$ cat src/sv/atl1_pkg.sv
package atl1_pkg;

  // decode_mode codes
  localparam logic [3:0] MODE_PLAIN  = 4'd0;
  localparam logic [3:0] MODE_ACCENT = 4'd1;
  localparam logic [3:0] MODE_GRAVE  = 4'd2;
  localparam logic [3:0] MODE_ACUTE  = 4'd3;
  localparam logic [3:0] MODE_CIRC   = 4'd4;
  localparam logic [3:0] MODE_DIAER  = 4'd5;
  localparam logic [3:0] MODE_CEDIL  = 4'd6;
  localparam logic [3:0] MODE_ESC    = 4'd7;
  localparam logic [3:0] MODE_CUR1   = 4'd8;
  localparam logic [3:0] MODE_CUR2   = 4'd9;

  // lead and special bytes
  localparam logic [7:0] CH_NUL    = 8'h00;
  localparam logic [7:0] CH_ACCENT = 8'h16;
  localparam logic [7:0] CH_ESC    = 8'h1B;
  localparam logic [7:0] CH_CURSOR = 8'h1F;
  localparam logic [7:0] CH_SPACE  = 8'h20;
  localparam logic [7:0] CH_HASH   = 8'h23;
  localparam logic [7:0] CH_QMARK  = 8'h3F;
  localparam logic [7:0] CH_BQUOTE = 8'h60;
  localparam logic [7:0] CH_TILDE  = 8'h7E;
  localparam logic [7:0] CH_DEL    = 8'h7F;

  // outcome of decoding one byte
  typedef struct packed {
    logic [1:0] cnt;        // results caused: 0, 1 or 2
    logic [7:0] b0;
    logic [7:0] b1;
    logic       end_mark;
    logic [3:0] mode_next;
  } dec_t;

  function automatic logic [7:0] plain_byte(input logic [7:0] b);
    logic [7:0] r;
    if (b == CH_BQUOTE) r = 8'hAD;
    else if (b == CH_TILDE) r = 8'hAF;
    else if (b == CH_DEL) r = CH_SPACE;
    else if (b >= CH_SPACE && b[7] == 1'b0) r = b;
    else r = CH_QMARK;
    return r;
  endfunction

  // lowercase accented vowel; accent: grave, acute, circ, diaeresis
  function automatic logic [7:0] vowel_tab(input logic [1:0] acc, input logic [2:0] v);
    logic [7:0] r;
    r = 8'h00;
    case ({acc, v})
      {2'd0, 3'd0}: r = 8'hE0;
      {2'd0, 3'd1}: r = 8'hE8;
      {2'd0, 3'd2}: r = 8'hEC;
      {2'd0, 3'd3}: r = 8'hF2;
      {2'd0, 3'd4}: r = 8'hF9;
      {2'd1, 3'd0}: r = 8'hE1;
      {2'd1, 3'd1}: r = 8'hE9;
      {2'd1, 3'd2}: r = 8'hED;
      {2'd1, 3'd3}: r = 8'hF3;
      {2'd1, 3'd4}: r = 8'hFA;
      {2'd2, 3'd0}: r = 8'hE2;
      {2'd2, 3'd1}: r = 8'hEA;
      {2'd2, 3'd2}: r = 8'hEE;
      {2'd2, 3'd3}: r = 8'hF4;
      {2'd2, 3'd4}: r = 8'hFB;
      {2'd3, 3'd0}: r = 8'hE4;
      {2'd3, 3'd1}: r = 8'hEB;
      {2'd3, 3'd2}: r = 8'hEF;
      {2'd3, 3'd3}: r = 8'hF6;
      {2'd3, 3'd4}: r = 8'hFC;
      default:      r = 8'h00;
    endcase
    return r;
  endfunction

  function automatic dec_t one_res(input logic [7:0] b);
    dec_t d;
    d.cnt       = 2'd1;
    d.b0        = b;
    d.b1        = 8'h00;
    d.end_mark  = 1'b0;
    d.mode_next = MODE_PLAIN;
    return d;
  endfunction

  function automatic dec_t two_res(input logic [7:0] a, input logic [7:0] b);
    dec_t d;
    d.cnt       = 2'd2;
    d.b0        = a;
    d.b1        = b;
    d.end_mark  = 1'b0;
    d.mode_next = MODE_PLAIN;
    return d;
  endfunction

  function automatic dec_t no_res(input logic [3:0] m);
    dec_t d;
    d.cnt       = 2'd0;
    d.b0        = 8'h00;
    d.b1        = 8'h00;
    d.end_mark  = 1'b0;
    d.mode_next = m;
    return d;
  endfunction

  // byte after the 0x16 lead
  function automatic dec_t accent_code(input logic [7:0] b);
    dec_t d;
    case (b)
      8'h41:   d = no_res(MODE_GRAVE);    // 'A'
      8'h42:   d = no_res(MODE_ACUTE);    // 'B'
      8'h43:   d = no_res(MODE_CIRC);     // 'C'
      8'h48:   d = no_res(MODE_DIAER);    // 'H'
      8'h4B:   d = no_res(MODE_CEDIL);    // 'K'
      8'h23:   d = one_res(8'hA3);
      8'h24:   d = one_res(8'h24);
      8'h26:   d = one_res(8'h23);
      8'h2C:   d = two_res(8'h3C, 8'h2D); // "<-"
      8'h2D:   d = one_res(8'h5E);
      8'h2E:   d = two_res(8'h2D, 8'h3E); // "->"
      8'h2F:   d = one_res(8'h56);
      8'h30:   d = one_res(8'hB0);
      8'h31:   d = one_res(8'hB1);
      8'h38:   d = one_res(8'hF7);
      8'h3C:   d = one_res(8'hBC);
      8'h3D:   d = one_res(8'hBD);
      8'h3E:   d = one_res(8'hBE);
      8'h6A:   d = two_res(8'h4F, 8'h45); // "OE"
      8'h7A:   d = two_res(8'h6F, 8'h65); // "oe"
      8'h7B:   d = one_res(8'hDF);
      8'h27:   d = one_res(8'hA7);
      default: d = no_res(MODE_PLAIN);    // unknown code is swallowed
    endcase
    return d;
  endfunction

  // byte after an accent prefix
  function automatic dec_t accent_letter(input logic [3:0] m, input logic [7:0] b);
    dec_t       d;
    logic [1:0] acc;
    acc = 2'(m - MODE_GRAVE);
    if (m == MODE_CEDIL) begin
      if (b == 8'h63) d = one_res(8'hE7);
      else if (b == 8'h43) d = one_res(8'hC7);
      else d = one_res(plain_byte(b));
    end else begin
      case (b)
        8'h61:   d = one_res(vowel_tab(acc, 3'd0));
        8'h65:   d = one_res(vowel_tab(acc, 3'd1));
        8'h69:   d = one_res(vowel_tab(acc, 3'd2));
        8'h6F:   d = one_res(vowel_tab(acc, 3'd3));
        8'h75:   d = one_res(vowel_tab(acc, 3'd4));
        8'h41:   d = one_res(vowel_tab(acc, 3'd0) - 8'h20);
        8'h45:   d = one_res(vowel_tab(acc, 3'd1) - 8'h20);
        8'h49:   d = one_res(vowel_tab(acc, 3'd2) - 8'h20);
        8'h4F:   d = one_res(vowel_tab(acc, 3'd3) - 8'h20);
        8'h55:   d = one_res(vowel_tab(acc, 3'd4) - 8'h20);
        default: d = one_res(plain_byte(b));
      endcase
    end
    return d;
  endfunction

  function automatic dec_t decode(input logic [3:0] m, input logic [7:0] b);
    dec_t d;
    if (b == CH_NUL) begin
      d          = one_res(8'h00);
      d.end_mark = 1'b1;
    end else begin
      case (m)
        MODE_ACCENT: d = accent_code(b);
        MODE_GRAVE, MODE_ACUTE, MODE_CIRC, MODE_DIAER, MODE_CEDIL:
          d = accent_letter(m, b);
        MODE_ESC:
          d = no_res((b == CH_SPACE || b == CH_HASH) ? MODE_ESC : MODE_PLAIN);
        MODE_CUR1:   d = no_res(MODE_CUR2);
        MODE_CUR2:   d = no_res(MODE_PLAIN);
        default: begin
          if (b == CH_ACCENT) d = no_res(MODE_ACCENT);
          else if (b == CH_ESC) d = no_res(MODE_ESC);
          else if (b == CH_CURSOR) d = no_res(MODE_CUR1);
          else d = one_res(plain_byte(b));
        end
      endcase
    end
    return d;
  endfunction

endpackage

$ cat src/sv/accent_text_to_latin1_unit.sv
// Terminal text to Latin-1 converter. One source byte per input transaction
// on char_code; each byte yields zero, one or two output transactions of
// out_byte, with run_last marking the final one a byte caused and text_end
// marking the zero-byte terminator (out_byte 0). Accent (0x16), escape
// (0x1B) and cursor (0x1F) sequences are tracked in a 4-bit mode register.
// Timing: a byte sits in an input register, is decoded and lands in the
// output register; the block takes one byte per cycle unless stalled. The
// only internal stall is the two-byte expansions (arrows, OE/oe): the second
// byte is held in a pending register and drained once the output register
// is free, while the input stage waits. Downstream backpressure stalls
// through the output register.
module accent_text_to_latin1_unit
  import atl1_pkg::*;
(
  input  logic       clk,
  input  logic       rst,
  input  logic       in_valid,
  output logic       in_ready,
  input  logic [7:0] char_code,
  output logic       out_valid,
  input  logic       out_ready,
  output logic [7:0] out_byte,
  output logic       run_last,
  output logic       text_end
);

  // input stage
  logic       s1_valid;
  logic [7:0] s1_byte;

  // decoder state
  logic [3:0] mode;

  // second byte of an expansion, waiting for the output register
  logic       pend_valid;
  logic [7:0] pend_byte;

  dec_t dec;
  logic out_free;
  logic fire;

  assign dec      = decode(mode, s1_byte);
  assign out_free = !out_valid || out_ready;

  // a byte leaves the input stage once nothing is pending and, if it makes
  // output, the output register can take it
  assign fire     = s1_valid && !pend_valid && (dec.cnt == 2'd0 || out_free);
  assign in_ready = !s1_valid || fire;

  always_ff @(posedge clk) begin
    if (rst) begin
      s1_valid   <= 1'b0;
      mode       <= MODE_PLAIN;
      pend_valid <= 1'b0;
      out_valid  <= 1'b0;
    end else begin
      if (in_ready) begin
        s1_valid <= in_valid;
      end

      if (pend_valid && out_free) begin
        // drain second half of an expansion
        out_valid  <= 1'b1;
        pend_valid <= 1'b0;
      end else if (fire && dec.cnt != 2'd0) begin
        mode       <= dec.mode_next;
        out_valid  <= 1'b1;
        pend_valid <= (dec.cnt == 2'd2);
      end else begin
        if (fire) begin
          mode <= dec.mode_next;
        end
        if (out_ready) begin
          out_valid <= 1'b0;
        end
      end
    end
  end

  // payload, no reset needed
  always_ff @(posedge clk) begin
    if (in_ready && in_valid) begin
      s1_byte <= char_code;
    end
    if (pend_valid && out_free) begin
      out_byte <= pend_byte;
      run_last <= 1'b1;
      text_end <= 1'b0;
    end else if (fire && dec.cnt != 2'd0) begin
      out_byte  <= dec.b0;
      run_last  <= (dec.cnt == 2'd1);
      text_end  <= dec.end_mark;
      pend_byte <= dec.b1;
    end
  end

endmodule

$ cat config.mk
export PLATFORM = sky130hd
export DESIGN_NAME = accent_text_to_latin1_unit
export DESIGN_NICKNAME = d
export VERILOG_FILES = /design/src/sv/atl1_pkg.sv /design/src/sv/accent_text_to_latin1_unit.sv
export SDC_FILE = /design/constraint.sdc
export NUM_CORES = 1
export LEC_CHECK = 0
export BUFFER_PORTS_ARGS = -buffer_cell sky130_fd_sc_hd__buf_4
export CORE_MARGIN = 2
export CORE_UTILIZATION = 37
export CTS_BUF_LIST = sky130_fd_sc_hd__clkbuf_8
export DETAILED_ROUTE_END_ITERATION = 10
export PLACE_DENSITY_LB_ADDON = 0.12
export SLEW_MARGIN = 20
export SYNTH_ARGS = -nofsm -noshare
export SYNTH_HDL_FRONTEND = slang
export SYNTH_SLANG_ARGS = --single-unit
$ cat constraint.sdc
create_clock -name clk -period 2.4 [get_ports clk]
set_input_delay 0 -clock clk [delete_from_list [all_inputs] [get_ports clk]]
set_output_delay 0 -clock clk [all_outputs]
set_load 0.05 [all_outputs]
==> After elaboration in Yosys (flattened, before gate mapping) <==
Cells that the tools add are included.
{ "word_totals": {"reg_bits": 33, "latch_bits": 0, "ram_bits": 0, "n_memories": 0, "input_bits": 12, "wordCells": 142, "romBits": 0, "output_inout_bits": 12} }
{ "op_classes": {"muxes": 47, "n_eq_ne": 53, "n_div": 0, "n_mul": 0, "n_reduce_logical": 24, "addsub": 6, "order_cmp": 1, "bitwise": 2, "shift": 0} }
{ "op_table": {"columns": ["operator", "count"], "rows": [
  ["one-hot mux 23 bit (22 select lines)", 1],
  ["one-hot mux 21 bit (10 select lines)", 1],
  ["two-way mux 8 bit", 26],
  ["equality test 8 x 7 -> 1 bit (second input constant)", 21],
  ["one-hot mux 8 bit (4 select lines)", 5],
  ["equality test 8 x 6 -> 1 bit (second input constant)", 15],
  ["one-hot mux 23 bit (5 select lines)", 1],
  ["two-way mux 22 bit", 3],
  ["two-way mux 23 bit", 2],
  ["two-way mux 21 bit", 2],
  ["subtractor 8 x 6 -> 8 bit (second input constant)", 5],
  ["equality test 8 x 5 -> 1 bit (second input constant)", 3],
  ["equality test 4 x 3 -> 1 bit (second input constant)", 4],
  ["equality test 4 x 2 -> 1 bit (second input constant)", 2],
  ["equality test 4 bit (second input constant)", 2],
  ["greater-or-equal comparator 8 x 6 -> 1 bit (second input constant)", 1],
  ["logical NOT 8 bit", 1],
  ["two-way mux 4 bit", 2],
  ["equality test 2 bit (second input constant)", 3],
  ["logical AND 1 bit", 6],
  ["nonzero test 2 bit", 3],
  ["OR reduction 5 bit", 1],
  ["equality test 2 x 1 -> 1 bit (second input constant)", 2],
  ["equality test 4 x 1 -> 1 bit (second input constant)", 1],
  ["10 further kinds", 20]
]} }

==> Longest topological paths before layout <==
Gate-level depths: netlist of run 1.
{ "depth": {"depth_word": 18, "depth_mapped": 10} }

==> Least setup slack after synthesis of run 1 <==
OpenSTA, ideal clock, no wires.
{ "synth_path": {"path_kind": "reg-to-reg", "from": "register mode[1]", "to": "register s1_byte[0] (enable)", "stages_incl_launch_ff": 11, "setup_time_ns": 0.332, "required_time_ns": 2.068, "arrival_ns": 2.400, "path_buffers": 1, "period_less_slack_ns": 2.731, "slack_ns": -0.331, "cell_sequence": "dfxtp_1 -> inv_1 -> ha_1 -> buf_2 -> o21ai_0 -> a31oi_2 -> o21bai_1 -> nor2_2 -> a31oi_1 -> inv_1 -> and2_1"} }
{ "synth_between": {"elab_chain_cells": 9, "word_cells_on_any_way": 17} }
{ "synth_rtl": {"columns": ["item", "line", "text"], "rows": [
  ["from (decl)", "accent_text_to_latin1_unit.sv:32", "logic [3:0] mode;"],
  ["from (signal assigned)", "accent_text_to_latin1_unit.sv:66", "mode <= dec.mode_next;"],
  ["from (signal assigned)", "accent_text_to_latin1_unit.sv:71", "mode <= dec.mode_next;"],
  ["equality test 4 x 3 -> 1 bit, or another cell as far along", "atl1_pkg.sv:142, atl1_pkg.sv:170", null],
  ["OR reduction 5 bit", "atl1_pkg.sv:170", "case (m)"],
  ["one-hot mux 23 bit (5 select lines) (*)", "atl1_pkg.sv:170", null],
  ["two-way mux 23 bit (*)", "atl1_pkg.sv:166", "if (b == CH_NUL) begin"],
  ["logical NOT 2 bit (*)", "accent_text_to_latin1_unit.sv:47", "assign fire = s1_valid && !pend_valid && (dec.cnt == 2'd0 || out_free);"],
  ["logical OR 1 bit (*)", "accent_text_to_latin1_unit.sv:47", null],
  ["logical AND 1 bit (*)", "accent_text_to_latin1_unit.sv:47", null],
  ["logical OR 1 bit (*)", "accent_text_to_latin1_unit.sv:48", "assign in_ready = !s1_valid || fire;"],
  ["named net in_ready", "accent_text_to_latin1_unit.sv:18", "output logic in_ready,"],
  ["logical AND 1 bit (*)", "accent_text_to_latin1_unit.sv:82", "if (in_ready && in_valid) begin"],
  ["to (signal assigned)", "accent_text_to_latin1_unit.sv:83", "s1_byte <= char_code;"],
  ["to (decl)", "accent_text_to_latin1_unit.sv:29", "logic [7:0] s1_byte;"]
]} }
Mark *: on every way through the listed nets, which the timed path passes. The rest lies on a longest branch.
A chain may end at the register's enable or synchronous reset.

==> Final worst setup path of run 1 <==
{ "layout_path": {"from": "register s1_byte[4]", "to": "register out_byte[4], data pin"} }
{ "layout_between": {"elab_chain_cells": 13, "word_cells_on_any_way": 57} }
{ "layout_rtl": {"columns": ["item", "line", "text"], "rows": [
  ["parallel branches: the longest is 10 deep, another holds greater-or-equal comparator 8 x 6 -> 1 bit", null, null],
  ["two-way mux 23 bit (*)", "atl1_pkg.sv:166", null],
  ["two-way mux 8 bit (*)", "accent_text_to_latin1_unit.sv:89", "end else if (fire && dec.cnt != 2'd0) begin"],
  ["two-way mux 8 bit (*)", "accent_text_to_latin1_unit.sv:85", "if (pend_valid && out_free) begin"],
  ["to (signal assigned)", "accent_text_to_latin1_unit.sv:86", "out_byte <= pend_byte;"],
  ["to (signal assigned)", "accent_text_to_latin1_unit.sv:90", "out_byte <= dec.b0;"],
  ["to (decl)", "accent_text_to_latin1_unit.sv:22", "output logic [7:0] out_byte,"]
]} }
Mark *: on every way between the ends. The select of a mux whose other input is x is not followed.

==> results.txt, run 1 <==
----------------------------------------------------
[Synthesis]
  Number of nets in the synthesized netlist ... 342
  Yosys warning count ... 0
  Most used flip-flop cell after synthesis ... edfxtp_1
  Post-synth EDFFs ... 22
  Seq cells post-synth ... 31
  Average size of a mapped cell ... roughly 8.8 µm²
  Proportion of register bits with asynchronous set or reset after synthesis ... 0%
  Post-Synthesis Cells ... 323
  Count of different cell masters after synthesis ... 80
  Area of the mapped netlist ... 2830 µm²
  Fraction of the yosys area taken by sequential cells ... 29.7%

[STA]
  Period minus WS final ... between 2 and 2.5 ns
  Finish-stage setup viols ... 0
  Pins over their slew limit ... 0
  Max Fclk ... around 0.43 GHz
  Unrepaired setup endpoints after global routing ... false
  Period utilisation layout ... a little over nine tenths
  Count of endpoints failing hold in the final timing report ... 0
  Slew HR ... 64.4%
  Setup_tns ... 0 ns
  Worst slew pin tran ... ~0.53 ns
  Clock Skews ... 0.00717 ns

[Clocking]
  Number of clock sinks ... 31
  Later-pin clock latency in the skew report ... 0.29 ns
  Largest buffer count on any clock path ... 2
  Clock tree from TritonCTS ... built
  Clock-pin slew reported for the worst setup and hold paths after clock tree synthesis ... 0.08 ns
  CTS Buf Count ... 5
  Root buffer selected by CTS ... clkbuf_8
  H-tree levels ... 2

[GRT]
  Vias in the first global route ... 2737
  Pin count of the biggest net entering global routing ... 29
  Wire length of the first global-routing pass ... roughly 15 mm
  Total congestion overflow after global routing ... 0
  Antenna violations before repair ... 0
  Total GRT Usage ... 22.5%

[Detailed routing]
  DRC marker count from the first detailed-route iteration ... between 300 and 400
  DRC violations left ... 0
  Vias post-DR ... 2906
  Routed wire per std cell ... approximately 18 µm
  Drt total wl ... between 9 and 10 mm
  First-pass iteration count of the detailed router ... 9
  Final ANT Viol Nets ... 0
  Via density per instance ... 5.81

[Power]
  Sequential Power Share ... 41.3%
  Internal power ... 1.05 mW
  Power per cell area ... 396 nW/µm²
  Leak pwr ... 1.45 nW
  Part of the total power dissipated in combinational logic ... 22.7%
  Switching component of the power ... 430 µW
  Switching power as a share of total power ... 29.2%
  Highest ir drop seen on vdd ... 178 µV
  Clock network fraction of total power ... between 30% and 40%

[Worst setup path]
  Logic depth of the worst register-to-register path ... 6
  Cell with the largest stage delay on the worst path ... or4_1
  WP data arrival ... 2.33 ns
  Critical-path cell list ... or4_1, a211o_2, o221a_2, mux2i_1, or3_1, o311ai_2
  CP startpoint kind ... flip-flop
  Critical path's top delay family ... simple AND/OR/NAND/NOR gates
  Critical Path RT ... between 2 and 2.5 ns
  Stage delay of the slowest cell on the critical path ... 0.57 ns
  Number of buffers and inverters on the critical path ... 0
  Largest driver fanout on the critical path ... 9
  Element type at the critical path end ... flip-flop
  Worst setup path class ... reg2reg
  Critical path depth ... 6

[Die]
  # rows ... 31
  Horizontal die dimension ... 91.5 µm
  Total Die Area ... 8360 µm²
  Starting utilization of the core area ... 38.6%
  Die Y-Extent ... about 90 µm
  Core region area ... 7330 µm²
  Number of placed I/O pins ... 24

[Finish]
  Share of layout cells above drive strength 1 ... 32.7%
  Total non-filler cell area in the finished layout ... 3730 µm²
  Synth-to-Final Area Change ... 31.8%
  Filler cells ... roughly 730
  Antenna Diode Count ... 0
  Net total in the final layout ... between 400 and 500

[Hold path]
  Worst Hold Depth ... 4
  Type of the worst min-delay path ... in2reg

[Place]
  Post-detailed-placement half-perimeter wirelength ... 7.03 mm
  Input/output buffers ... 23
  Final weighted congestion of routability-driven global placement ... 0.948
  Placed cell areas ... 3450 µm²

[Outcome]
  Run status ... finished, final reports clean

[Job]
  Max-cap check violation count ... 0

----------------------------------------------------
==> per-stage QoR <==
step	hold WS (ns)	total power [mW]	std cells	worst slack, ns	utilization [%]
after floorplan	0.0989	0.818	323	0.0488	-
final	0.0549	1.48	500	0.101	50.9
after global placement	0.179	0.931	476	0.0791	47.0
after global routing	0.0731	1.54	500	0.00246	50.9
after detailed placement	0.180	0.930	476	0.0980	47.0
after CTS	0.0530	1.47	493	0.0749	49.7
==> power by group through the flow <==
stage | Clock, mW | Combinational (mW) | Sequential, mW
after floorplan | 0 | 0.178 | 0.640
after global placement | 0 | 0.306 | 0.624
after detailed placement | 0 | 0.306 | 0.624
after CTS | 0.542 | 0.318 | 0.612
after global routing | 0.565 | 0.359 | 0.612
final | 0.531 | 0.335 | 0.610
==> metal layers <==
metal  share of wire (%)  routed length [µm]  vias up  track usage [%]
met5                   0                   0        -                0
met4                 1.3                 117        0             4.80
met3                 6.3                 581       13             3.40
met2                  47                4330      119             36.2
met1                  45                4200     1396             32.0
li1                    -                   -     1378                -
==> final cells by class <==
class / instances / area, µm² / share of cell area, %
clock buffers: 5 / 68.8 / 1.84
clock inverters: 3 / 38.8 / 1.04
well taps: 99 / 124 / 3.32
flip-flops and latches: 31 / 843 / 22.6
inverters: 14 / 52.6 / 1.41
multi-input cells: 255 / 1850 / 49.5
repair buffers: 93 / 758 / 20.3
==> synthesized netlist by cell type (all sizes together), types with 2 or more instances <==
master / number / area (µm²)
clkbuf: 3 / 11.3
a32oi: 4 / 42.6
o2111ai: 2 / 17.5
o221a: 2 / 22.5
o21bai: 4 / 30.0
and4b: 2 / 25.0
o22ai: 3 / 18.8
a211o: 2 / 17.5
edfxtp: 22 / 661
nand2: 27 / 101
nand4: 7 / 43.8
o311ai: 3 / 51.3
o21a: 4 / 30.0
a31oi: 6 / 58.8
and2: 2 / 12.5
and3b: 3 / 26.3
buf: 20 / 129
and3: 6 / 37.5
ha: 7 / 87.6
nor3: 13 / 70.1
nor3b: 7 / 67.6
inv: 14 / 52.6
a21oi: 10 / 50.1
dfxtp: 9 / 180
or3: 3 / 18.8
o31ai: 3 / 36.3
or4: 2 / 15.0
nor2b: 6 / 37.5
a31o: 2 / 17.5
a41oi: 3 / 26.3
a22oi: 2 / 15.0
or2: 2 / 12.5
nand3b: 2 / 15.0
o21ai: 21 / 113
mux2i: 7 / 82.6
a21boi: 6 / 48.8
xnor2: 3 / 26.3
a311o: 2 / 20.0
nand3: 18 / 95.1
nand2b: 7 / 43.8
a21o: 3 / 22.5
nor4: 3 / 33.8
nor2: 29 / 111
==> path summary, 6_finish.rpt <==
path                                             from  slack [ns]               endpoint
worst max-delay path             s1_byte[4]$_DFFE_PP_        0.10  out_byte[4]$_DFFE_PP_
worst min-delay path                              rst        0.05   mode[3]$_SDFFE_PP0P_
worst max register to register   s1_byte[4]$_DFFE_PP_        0.10  out_byte[4]$_DFFE_PP_
worst min register to register  text_end$_SDFFE_PP0P_        0.45  text_end$_SDFFE_PP0P_
==> cell usage in the layout (no fill, tap or decap), types with 5 or more instances in the layout <==
master	synthesis	routed
dfxtp_1	9	7
and3_1	6	6
mux2i_1	6	6
nand2b_1	7	6
ha_1	7	6
inv_1	13	12
o21ai_0	14	13
nor2b_1	6	6
nor2_1	28	27
o21ai_1	5	6
dlygate4sd3_1	0	9
nand3_1	17	17
nor3_1	12	11
edfxtp_1	22	22
nand2_1	27	27
clkbuf_8	0	5
buf_4	4	81
nand4_1	7	7
a21oi_1	10	10
==> repair_timing <==
| item | CTS | global route |
|---|---|---|
| gates resized for setup | 0 | 10 |
| hold buffers | 9 | 0 |
| setup buffers | 0 | 7 |
| endpoints found under the setup margin | 0 | 20 |
| endpoints found under the hold margin | 9 | 0 |
==> sequential cells by signal, indices dropped and copies added, names as in the netlist <==
signal and cells:
mode 4, text_end 1, s1_valid 1, out_valid 1, run_last 1, s1_byte 8, pend_valid 1, out_byte 8
pend_byte 6
==> tightest hold or removal path, delay by kind of cell <==
kind / cells / cell delay [ns]
simple gates: 1 / 0.06
buf+inv: 1 / 0.09
compound gates: 1 / 0.07
mux: 1 / 0.06
==> cells by family after synthesis <==
| family | synth area share (%) |
|---|---|
| fa+ha+maj | 3.09 |
| flops | 29.7 |
| compound gates | 27.5 |
| xor+xnor | 0.929 |
| mux | 3.32 |
| simple gates | 28.6 |
| buf+inv | 6.81 |
(Power assumes the default switching activity.)
==> inputs of run 2 (changes only) <==
==> constraint.sdc (replaced) <==
create_clock -name clk -period 2.5 [get_ports clk]
set_input_delay 0 -clock clk [delete_from_list [all_inputs] [get_ports clk]]
set_output_delay 0 -clock clk [all_outputs]
set_load 0.05 [all_outputs]
==> results.txt, run 2 (synthesis results as in run 1) <==
----------------------------------------------------
[Outcome]
  Run status ... finished, final reports clean

[Die]
  Core region area ... 7330 µm²
  Total Die Area ... about 8400 µm²
  # rows ... 31
  Die Y-Extent ... 91.5 µm
  Starting utilization of the core area ... 38.6%
  Number of placed I/O pins ... 24
  Horizontal die dimension ... 91.5 µm

[Clocking]
  Root buffer selected by CTS ... clkbuf_8
  Later-pin clock latency in the skew report ... 0.29 ns
  CTS Buf Count ... 5
  H-tree levels ... 2
  Largest buffer count on any clock path ... 2
  Number of clock sinks ... 31
  Clock-pin slew reported for the worst setup and hold paths after clock tree synthesis ... 0.08 ns
  Clock tree from TritonCTS ... built

[Finish]
  Largest registers in the final layout ... out_byte (8), s1_byte (8), pend_byte (6)
  Register area ... 842 µm²
  Final core occ ... between 40% and 50%
  Top library cells by usage in the layout, fill and taps aside ... buf_4 (58), nor2_1 (27), nand2_1 (27)
  Share of layout cells above drive strength 1 ... 27.7%
  Multi-input gate area in the final layout ... about 1800 µm²
  Antenna Diode Count ... 0
  Filler cells ... 729
  Most common library cell in the layout ignoring fill and taps ... buf_4
  Net total in the final layout ... 397
  Synth-to-Final Area Change ... 25.6%

[STA]
  Setup_tns ... 0 ns
  Period utilisation layout ... ~95%
  Worst slew pin tran ... 0.680 ns
  Count of endpoints failing hold in the final timing report ... 0
  Clock Skews ... 0.00922 ns
  Pins over their slew limit ... 0
  Max Fclk ... approximately 0.42 GHz
  Period minus WS final ... 2.39 ns
  Finish-stage setup viols ... 0
  Slew HR ... a little over half

[GRT]
  Wire length of the first global-routing pass ... 14.4 mm
  Antenna violations before repair ... 0
  Total congestion overflow after global routing ... 0
  Pin count of the biggest net entering global routing ... 33
  Vias in the first global route ... 2712
  Total GRT Usage ... a little over a fifth

[Detailed routing]
  Routed wire per std cell ... between 15 and 20 µm
  Vias post-DR ... between 2000 and 3000
  DRC marker count from the first detailed-route iteration ... around 260
  First-pass iteration count of the detailed router ... 6
  Drt total wl ... 8.82 mm
  Final ANT Viol Nets ... 0
  Via density per instance ... 5.86
  DRC violations left ... 0

[Place]
  Input/output buffers ... 23
  Final weighted congestion of routability-driven global placement ... approximately 0.93
  Post-detailed-placement half-perimeter wirelength ... 6.54 mm

[Power]
  Sequential Power Share ... between 40% and 50%
  Switching power as a share of total power ... 28.8%
  Internal power ... 996 µW
  Switching component of the power ... 402 µW
  Highest ir drop seen on vdd ... 173 µV
  Leak pwr ... roughly 1.3 nW
  Part of the total power dissipated in combinational logic ... 22.3%
  Power per cell area ... 393 nW/µm²
  Clock network fraction of total power ... 35.9%
  Final total power ... around 1.4 mW

[Hold path]
  Type of the worst min-delay path ... in2reg

[Worst setup path]
  CP startpoint kind ... flip-flop
  WP data arrival ... 2.41 ns
  Worst setup path class ... reg2reg
  Number of buffers and inverters on the critical path ... 0
  Critical-path cell list ... or4_1, a211o_1, o221a_2, mux2i_1, or3_1, o311ai_2
  Stage delay of the slowest cell on the critical path ... 0.59 ns
  Element type at the critical path end ... flip-flop
  Critical path's top delay family ... simple AND/OR/NAND/NOR gates
  Critical Path RT ... 2.52 ns
  Cell with the largest stage delay on the worst path ... or4_1
  Largest driver fanout on the critical path ... 9

[Job]
  Max-cap check violation count ... 0

----------------------------------------------------
run 2: power by group through the flow:
stage | combinational (mW) | sequential, mW | clock, mW
floorplan | 0.171 | 0.615 | 0
global placement | 0.287 | 0.601 | 0
detailed placement | 0.283 | 0.602 | 0
CTS | 0.295 | 0.591 | 0.514
global route | 0.335 | 0.587 | 0.529
finish | 0.312 | 0.585 | 0.502
run 2: per-layer routing:
layer / GRT usage (%) / part of all wire [%] / vias to the layer above
met2: 32.4 / 43 / 152
met5: 0 / 0 / -
met1: 30.7 / 44 / 1295
li1: - / - / 1333
met4: 7.95 / 2.5 / 0
met3: 5.23 / 10 / 19
run 2: through the flow:
| step | hold WS, ns | cell area [µm²] | setup slack (ns) | cells |
|---|---|---|---|---|
| detailed placement | 0.181 | 3310 | 0.0868 | 457 |
| floorplan | 0.0989 | 2840 | 0.0194 | 323 |
| finish | 0.0161 | 3550 | 0.113 | 478 |
| global placement | 0.181 | 3310 | 0.0555 | 457 |
| global route | 0.0460 | 3550 | -0.00737 | 478 |
| CTS | 0.0111 | 3510 | 0.0639 | 474 |
run 2: area by class of cell:
type,count,area share (%)
clock inverters,3,1.09
flip-flops and latches,31,23.7
inverters,14,1.48
clock buffers,5,1.94
multi-input cells,255,51.3
repair buffers,71,17.0
well taps,99,3.48
run 2: final timing paths:
check | endpoint | start | slack [ns] | cells after the start
min reg2reg | text_end$_SDFFE_PP0P_ | text_end$_SDFFE_PP0P_ | 0.46 | 2
max | out_byte[4]$_DFFE_PP_ | s1_byte[4]$_DFFE_PP_ | 0.11 | 6
max reg2reg | out_byte[4]$_DFFE_PP_ | s1_byte[4]$_DFFE_PP_ | 0.11 | 6
min | mode[2]$_SDFFE_PP0P_ | rst | 0.02 | 4
run 2: worst reg2reg max path, cell delays in order (launching register included):
cell and delay [ns]:
edfxtp_1 0.57, or4_1 0.59, a211o_1 0.42, o221a_2 0.18, mux2i_1 0.13, or3_1 0.14, o311ai_2 0.09
run 2: what timing repair did:
item                                    in CTS  in global routing
buffers inserted                             0                  4
resized for setup                            0                  6
endpoints found under the setup margin       0                 22
hold endpoints to repair                     9                  0
hold buffers                                 9                  0
==> inputs of run 3 (changes only) <==
--- a/config.mk
+++ b/config.mk
@@ -11,6 +11,7 @@
 export CTS_BUF_LIST = sky130_fd_sc_hd__clkbuf_8
 export DETAILED_ROUTE_END_ITERATION = 10
 export PLACE_DENSITY_LB_ADDON = 0.12
+export REMOVE_ABC_BUFFERS = 1
 export SLEW_MARGIN = 20
 export SYNTH_ARGS = -nofsm -noshare
 export SYNTH_HDL_FRONTEND = slang
==> constraint.sdc (replaced) <==
create_clock -name clk -period 2.5 [get_ports clk]
set_input_delay 0 -clock clk [delete_from_list [all_inputs] [get_ports clk]]
set_output_delay 0 -clock clk [all_outputs]
set_load 0.1 [all_outputs]
==> results.txt, run 3 (synthesis results as in run 1) <==
----------------------------------------------------
[Outcome]
  Run status ... finished, final reports clean

[Power]
  Switching component of the power ... 430 µW
  Sequential Power Share ... between 40% and 50%
  Switching power as a share of total power ... 32.3%
  Clock network fraction of total power ... between 30% and 40%
  Part of the total power dissipated in combinational logic ... between 20% and 30%
  Highest ir drop seen on vdd ... 245 µV
  Leak pwr ... 1.38 nW
  Power per cell area ... roughly 370 nW/µm²
  Internal power ... 900 µW

[Hold path]
  Hold EP ... mode[3]$_SDFFE_PP0P_
  Type of the worst min-delay path ... in2reg
  Worst Hold Depth ... 4
  Hold wc startpoint ... rst

[GRT]
  Total congestion overflow after global routing ... 0
  Antenna violations before repair ... 0
  Wire length of the first global-routing pass ... 14.1 mm
  Pin count of the biggest net entering global routing ... 33
  Vias in the first global route ... 2653
  Total GRT Usage ... 21.4%

[Worst setup path]
  Worst setup path class ... reg2reg
  Largest driver fanout on the critical path ... 26
  Critical Path RT ... about 2.5 ns
  Worst R2R Start ... s1_byte[2]$_DFFE_PP_
  CP startpoint kind ... flip-flop
  Logic depth of the worst register-to-register path ... 7
  Element type at the critical path end ... flip-flop
  Setup slack on the worst flop-to-flop path ... 0.11 ns
  Endpoint of the worst register-to-register path ... out_byte[4]$_DFFE_PP_
  WP data arrival ... 2.43 ns

[STA]
  Period minus WS final ... 2.39 ns
  Setup_tns ... 0 ns
  Pins over their slew limit ... 0
  Worst Setup Slack, final ... 0.114 ns
  Unrepaired setup endpoints after global routing ... false
  Period utilisation layout ... 95.5%
  Count of endpoints failing hold in the final timing report ... 0
  Max Fclk ... approximately 0.42 GHz
  Finish-stage setup viols ... 0
  Final-layout worst hold slack ... 0.0512 ns
  Slew HR ... 70.2%
  Clock Skews ... 0.0135 ns
  Worst slew pin tran ... 0.445 ns

[Die]
  Horizontal die dimension ... 91.5 µm
  # rows ... 31
  Die Y-Extent ... a little over 90 µm
  Core region area ... 7330 µm²
  Starting utilization of the core area ... between 30 and 40%
  Total Die Area ... around 8400 µm²
  Number of placed I/O pins ... 24

[Clocking]
  Root buffer selected by CTS ... clkbuf_8
  Clock tree from TritonCTS ... built
  Later-pin clock latency in the skew report ... roughly 0.30 ns
  H-tree levels ... 2
  Number of clock sinks ... 31
  Largest buffer count on any clock path ... 2
  CTS Buf Count ... 5
  Clock-pin slew reported for the worst setup and hold paths after clock tree synthesis ... 0.08 ns

[Finish]
  Synth-to-Final Area Change ... 28.2%
  Share of layout cells above drive strength 1 ... just under 30%
  Top library cells by usage in the layout, fill and taps aside ... buf_4 (67), nor2_1 (28), nand2_1 (27)
  Most common library cell in the layout ignoring fill and taps ... buf_4
  Largest registers in the final layout ... out_byte (8), s1_byte (8), pend_byte (6)
  Net total in the final layout ... slightly above 400
  Final core occ ... 49.5%
  Filler cells ... a little over 700
  Antenna Diode Count ... 0
  Final Instance Count excl. Fillers ... 488

[Detailed routing]
  DRC violations left ... 0
  Vias post-DR ... about 2800
  Via density per instance ... 5.65
  Routed wire per std cell ... between 15 and 20 µm
  Drt total wl ... 8.56 mm
  DRC marker count from the first detailed-route iteration ... around 270
  Final ANT Viol Nets ... 0
  First-pass iteration count of the detailed router ... 4

[Place]
  Input/output buffers ... 23
  Post-detailed-placement half-perimeter wirelength ... 6.67 mm
  Final weighted congestion of routability-driven global placement ... 0.927
  Place WS ... 0.0398 ns
  Inst Count DP ... 470

[Job]
  Max-cap check violation count ... 0

----------------------------------------------------
[run 3: layout make-up]
type,instances,area [µm²],area share (%)
Tap cell,99,124,3.41
Clock inverter,3,15.0,0.414
Sequential cell,31,842,23.2
Clock buffer,5,68.8,1.90
Inverter,14,52.6,1.45
Multi-Input combinational cell,255,1830,50.5
Timing Repair Buffer,81,693,19.1
[run 3: worst max path at each step]
stage	from	endpoint	slack, ns	depth (start not counted)
2_1_floorplan	mode[0]$_SDFFE_PP0P_	s1_byte[0]$_DFFE_PP_	-0.73	9
3_3_place_gp	s1_byte[2]$_DFFE_PP_	s1_byte[6]$_DFFE_PP_	0.11	9
3_5_place_dp	mode[0]$_SDFFE_PP0P_	s1_byte[6]$_DFFE_PP_	0.04	10
4_1_cts	mode[0]$_SDFFE_PP0P_	in_ready	0.01	9
5_1_grt	s1_byte[3]$_DFFE_PP_	out_byte[2]$_DFFE_PP_	0.005	7
6_report	s1_byte[2]$_DFFE_PP_	out_byte[4]$_DFFE_PP_	0.11	7
[run 3: per-stage QoR]
stage                     area, µm²  power, mW
after floorplan                2690      0.792
after global placement         3410      0.921
after detailed placement       3410      0.921
after CTS                      3580       1.34
after global routing           3630       1.39
final                          3630       1.33
[run 3: timing repair]
action	in CTS	in global routing
setup buffers	0	1
hold endpoints to repair	9	0
gates resized for setup	0	9
hold buffers	9	0
endpoints found under the setup margin	0	19
[run 3: metal layers]
metal / track usage, % / share of wire [%]
met1: 28.7 / 46
met2: 35.3 / 48
met3: 2.82 / 3.9
met4: 7.45 / 2.7
met5: 0 / 0
[run 3: power groups by stage]
stage	sequential [mW]	combinational [mW]	clock, mW
floorplan	0.665	0.127	0
detailed placement	0.598	0.324	0
global route	0.588	0.368	0.432
finish	0.587	0.341	0.402
global placement	0.598	0.324	0
CTS	0.586	0.336	0.419
[run 3: critical path: stages (launching register included)]
cell and delay [ns]:
edfxtp_1 0.50, buf_12 0.21, or4_1 0.50, a211o_4 0.39, o221a_2 0.15, mux2i_1 0.15, or3_1 0.14, o311ai_2 0.09
